`config.mk`:
```
export PLATFORM = sky130hd
export DESIGN_NAME = qcco_angle_pair
export DESIGN_NICKNAME = d
export VERILOG_FILES = /design/src/rtl/core/qcco_pkg.sv /design/src/rtl/core/qcco_angle_pair.sv
export SDC_FILE = /design/constraint.sdc
export NUM_CORES = 2
export LEC_CHECK = 0
export BUFFER_PORTS_ARGS = -buffer_cell sky130_fd_sc_hd__buf_2
export CAP_MARGIN = 20
export CORE_ASPECT_RATIO = 0.75
export CORE_MARGIN = 2
export CORE_UTILIZATION = 40
export CTS_CLUSTER_DIAMETER = 30
export DETAILED_ROUTE_END_ITERATION = 8
export PLACE_DENSITY_LB_ADDON = 0.08
export SYNTH_ARGS = -nofsm -noshare
export SYNTH_HDL_FRONTEND = slang
export SYNTH_SLANG_ARGS = --single-unit
export TNS_END_PERCENT = 5
```
`constraint.sdc`:
```
create_clock -name i_clk -period 10.7 [get_ports i_clk]
set_input_delay 0 -clock i_clk [delete_from_list [all_inputs] [get_ports i_clk]]
set_output_delay 0 -clock i_clk [all_outputs]
set_load 0.01 [all_outputs]
```
`src/rtl/core/qcco_pkg.sv`:
```
// ----------------------------------------------------------------------------
// qcco_pkg
// shared constants, the angle class code and the class function for the
// quad corner ordering block
// ----------------------------------------------------------------------------
package qcco_pkg;

    // default coordinate width, unsigned Q12.4
    localparam int COORD_BITS_DEF = 16;

    // a quad always has four corners
    localparam int NCORNERS       = 4;
    localparam int CORNER_IDX_W   = $clog2(NCORNERS);

    // half-plane class of a centroid offset, in ascending angle order
    typedef enum logic [1:0] {
        AC_NEG  = 2'd0,  // angle in (-pi, 0)
        AC_ZERO = 2'd1,  // angle 0, and the zero offset
        AC_POS  = 2'd2,  // angle in (0, pi)
        AC_PI   = 2'd3   // negative x axis
    } t_aclass;

    // class from the sign and zero flags of an offset
    function automatic t_aclass angle_class(input logic y_neg, input logic y_zero,
                                            input logic x_neg);
        t_aclass c;
        if (y_neg) begin
            c = AC_NEG;
        end else if (!y_zero) begin
            c = AC_POS;
        end else if (x_neg) begin
            c = AC_PI;
        end else begin
            c = AC_ZERO;
        end
        return c;
    endfunction

endpackage

```
`src/rtl/core/qcco_angle_pair.sv`:
```
// ----------------------------------------------------------------------------
// qcco_angle_pair
// one pipeline stage that compares the angles of two centroid offsets:
// registered cross products and classes, compare decoded after the register
// ----------------------------------------------------------------------------
module qcco_angle_pair #(
    parameter int DW = qcco_pkg::COORD_BITS_DEF + 3
) (
    input  logic                 i_clk,
    input  logic                 i_en,
    input  logic signed [DW-1:0] i_ax,
    input  logic signed [DW-1:0] i_ay,
    input  logic signed [DW-1:0] i_bx,
    input  logic signed [DW-1:0] i_by,
    output logic                 o_a_lt_b,
    output logic                 o_b_lt_a
);
    import qcco_pkg::*;

    localparam int PW = 2 * DW;

    logic signed [PW-1:0] r_p_axby;
    logic signed [PW-1:0] r_p_aybx;
    t_aclass              r_ca;
    t_aclass              r_cb;
    logic signed [PW:0]   w_cross;
    logic                 w_open;

    // products and classes
    always_ff @(posedge i_clk) begin
        if (i_en) begin
            r_p_axby <= i_ax * i_by;
            r_p_aybx <= i_ay * i_bx;
            r_ca     <= angle_class(i_ay[DW-1], i_ay == '0, i_ax[DW-1]);
            r_cb     <= angle_class(i_by[DW-1], i_by == '0, i_bx[DW-1]);
        end
    end

    // cross product sign decides inside the same open half-plane
    assign w_cross = {r_p_axby[PW-1], r_p_axby} - {r_p_aybx[PW-1], r_p_aybx};
    assign w_open  = (r_ca == r_cb) && ((r_ca == AC_NEG) || (r_ca == AC_POS));

    assign o_a_lt_b = (r_ca < r_cb) || (w_open && !w_cross[PW] && (w_cross != '0));
    assign o_b_lt_a = (r_cb < r_ca) || (w_open && w_cross[PW]);

endmodule

```
==> reports/results.ini <==
[placed_design]
io_buffers = 79
dp_hpwl_um = 66310
place_congestion = 0.8592
dp.cells = 4357

[die]
die-area_sq_um = 81840
fp.dieW_um = 329.7
ios = 80
dieHeight_um = 248.2
start_util = 0.4041
core_sq_um = 78730
rows = 89

[timing]
fin_crit_sh = 0.6397
drv_slew = 0
setup_tns_ns = 0
tightest_slew_ns = 1.127
rsz0062_at_grt = false
setup_violations = 0
max_freq_mhz = 146.1
fin_hold_ws_ns = 0.1369
hold_violations = 0
min_period_ns = 6.845
max-slew-margin-rel = 0.2416

[setup_path]
max_stage_delay_ns = 0.55
cpMaxStageDelayCell = fa_1
worstSetupEndpointType = flop
worstSetupPathType = in -> reg
cp.arrival_ns = 6.95
crit_chain = buf_2 > nand2_1 > fa_1 > fa_1 > fa_1 > inv_1 > fa_1 > fa_1 > fa_1 > fa_1 > ha_1 > and3_1 > a221o_1 > a21oi_1 > nor2_1 > or3b_1 > nor2b_1 > a2111oi_2 > o21bai_1 > a21oi_2 > o31ai_1 > xor2_1
worst_path_most_repeated_cell = fa_1
startpoint_type = input pin
path_max_fanout = 19
critPathRequiredTime_ns = 10.80

[route]
wire_per_inst_um = 17.86
viasPerCell = 5.076
wl_um = 78120
drt_iter0_drc = 1172
drc = 0
ant_nets = 0
first_pass_iters = 7
routed-via-count = 22200

[finish]
seq_area_sq_um = 2402
final_common_cell = inv_1
nets = 4406
fill_cells = 7849
multiInputGateArea_sq_um = 25970
num_antenna_cells = 0
drive_above_1_share = 0.03487
syn_to_final_growth_pct = 4.707
layout_common_cells = inv_1, fa_1, and2_1
layout.cells.non_filler = 4373

[yosys]
synth_nets = 4456
avgSynthCellArea_sq_um = 9.433
yosysSeqAreaShare = 0.07550
async_flop_share = 0
synth.largest_area_cell = fa_1
synth_edf_count = 80
synth_flop_cell = edfxtp_1
ys_top_cells_by_area = fa_1, ha_1, inv_1
syn-cell-area_sq_um = 31820
yosys.cell_types.count = 72
syn_inst = 3373
yosysWarnings = 0
synth_top_area_share = 0.4650
ys_ff_latch = 80

[run_status]
outcome = finished clean

[min_path]
hold_class = in -> reg

[clocking]
cts_tree = done
post-cts-setup-buffers = 0
cts.clk_slew.worst_paths_ns = 0.06
ctsResizeCount = 0
ctsHoldBuffers = 0
clock_path_buffers = 2
clock_tree.root_cell = clkbuf_16
h-tree-depth = 3
cts_sinks = 80
numCtsBuffers = 9

[global_routing]
grt_remaining_overflow = 0
grt_max_degree = 81
antenna_found_initial = 0
grt_pass1_wl_um = 131100
grt_pass1_vias = 24140
track_usage = 0.2042

[run]
drv_cap = 0

critical path: cells and delay by family:
kind	cells	cell delay [ns]
simple gates	5	1.15
compound gates	6	1.40
fa+ha+maj	8	3.79
buf+inv	2	0.45
xor+xnor	1	0.15
path summary, 6_finish.rpt:
| check | slack [ns] | to | startpoint | depth (start not counted) |
|---|---|---|---|---|
| worst max-delay path | 3.85 | r_p_axby[36]$_DFFE_PP_ | i_ax[14] | 22 |
| worst min-delay path | 0.14 | r_p_axby[1]$_DFFE_PP_ | i_en | 1 |
layout make-up:
class | instances | share of cell area
multi-input cells | 2377 | 0.7794
inverters | 774 | 0.08721
flip-flops and latches | 80 | 0.07211
well taps | 1046 | 0.03928
repair buffers | 81 | 0.01292
clock buffers | 10 | 0.006873
clock inverters | 5 | 0.002178
registers in the layout (all words and copies together), names as in the netlist:
name	flops
r_p_aybx	38
r_p_axby	38
r_cb	2
r_ca	2
cell usage after synthesis, types with 39 or more instances:
library cell,count
a21o_1,42
a21oi_1,80
and2_1,377
clkbuf_1,138
edfxtp_1,80
fa_1,739
ha_1,266
inv_1,774
nand2_1,371
nor2_1,93
o21ai_0,39
xnor2_1,74
through the flow:
stage | util | cell area (sq um) | setup WS, ns
floorplan | - | 31820 | 3.830
global placement | 0.4189 | 32980 | 3.567
detailed placement | 0.4190 | 32990 | 3.469
CTS | 0.4228 | 33290 | 3.861
global route | 0.4232 | 33310 | 3.493
finish | 0.4232 | 33310 | 3.855
metal layers:
metal | up-vias | track usage | part of all wire
met4 | 0 | 0.02567 | 0.0096
met5 | - | 0 | 0
met2 | 448 | 0.3266 | 0.46
met3 | 50 | 0.02214 | 0.040
li1 | 10070 | - | -
met1 | 11630 | 0.3068 | 0.49
cell families after synthesis:
group | count (synthesis) | synth area share
adder cells (fa/ha/maj) | 1005 | 0.5696
multiplexers | 3 | 0.0009831
XOR/XNOR | 98 | 0.02698
AND/OR/NAND/NOR | 973 | 0.1544
AO/OA/AOI/OAI | 298 | 0.06422
buffers and inverters | 916 | 0.1084
flip-flops | 80 | 0.07550
Power is not shown: default switching activity piles up to over one toggle a cycle in this logic, so the estimate is an artifact.
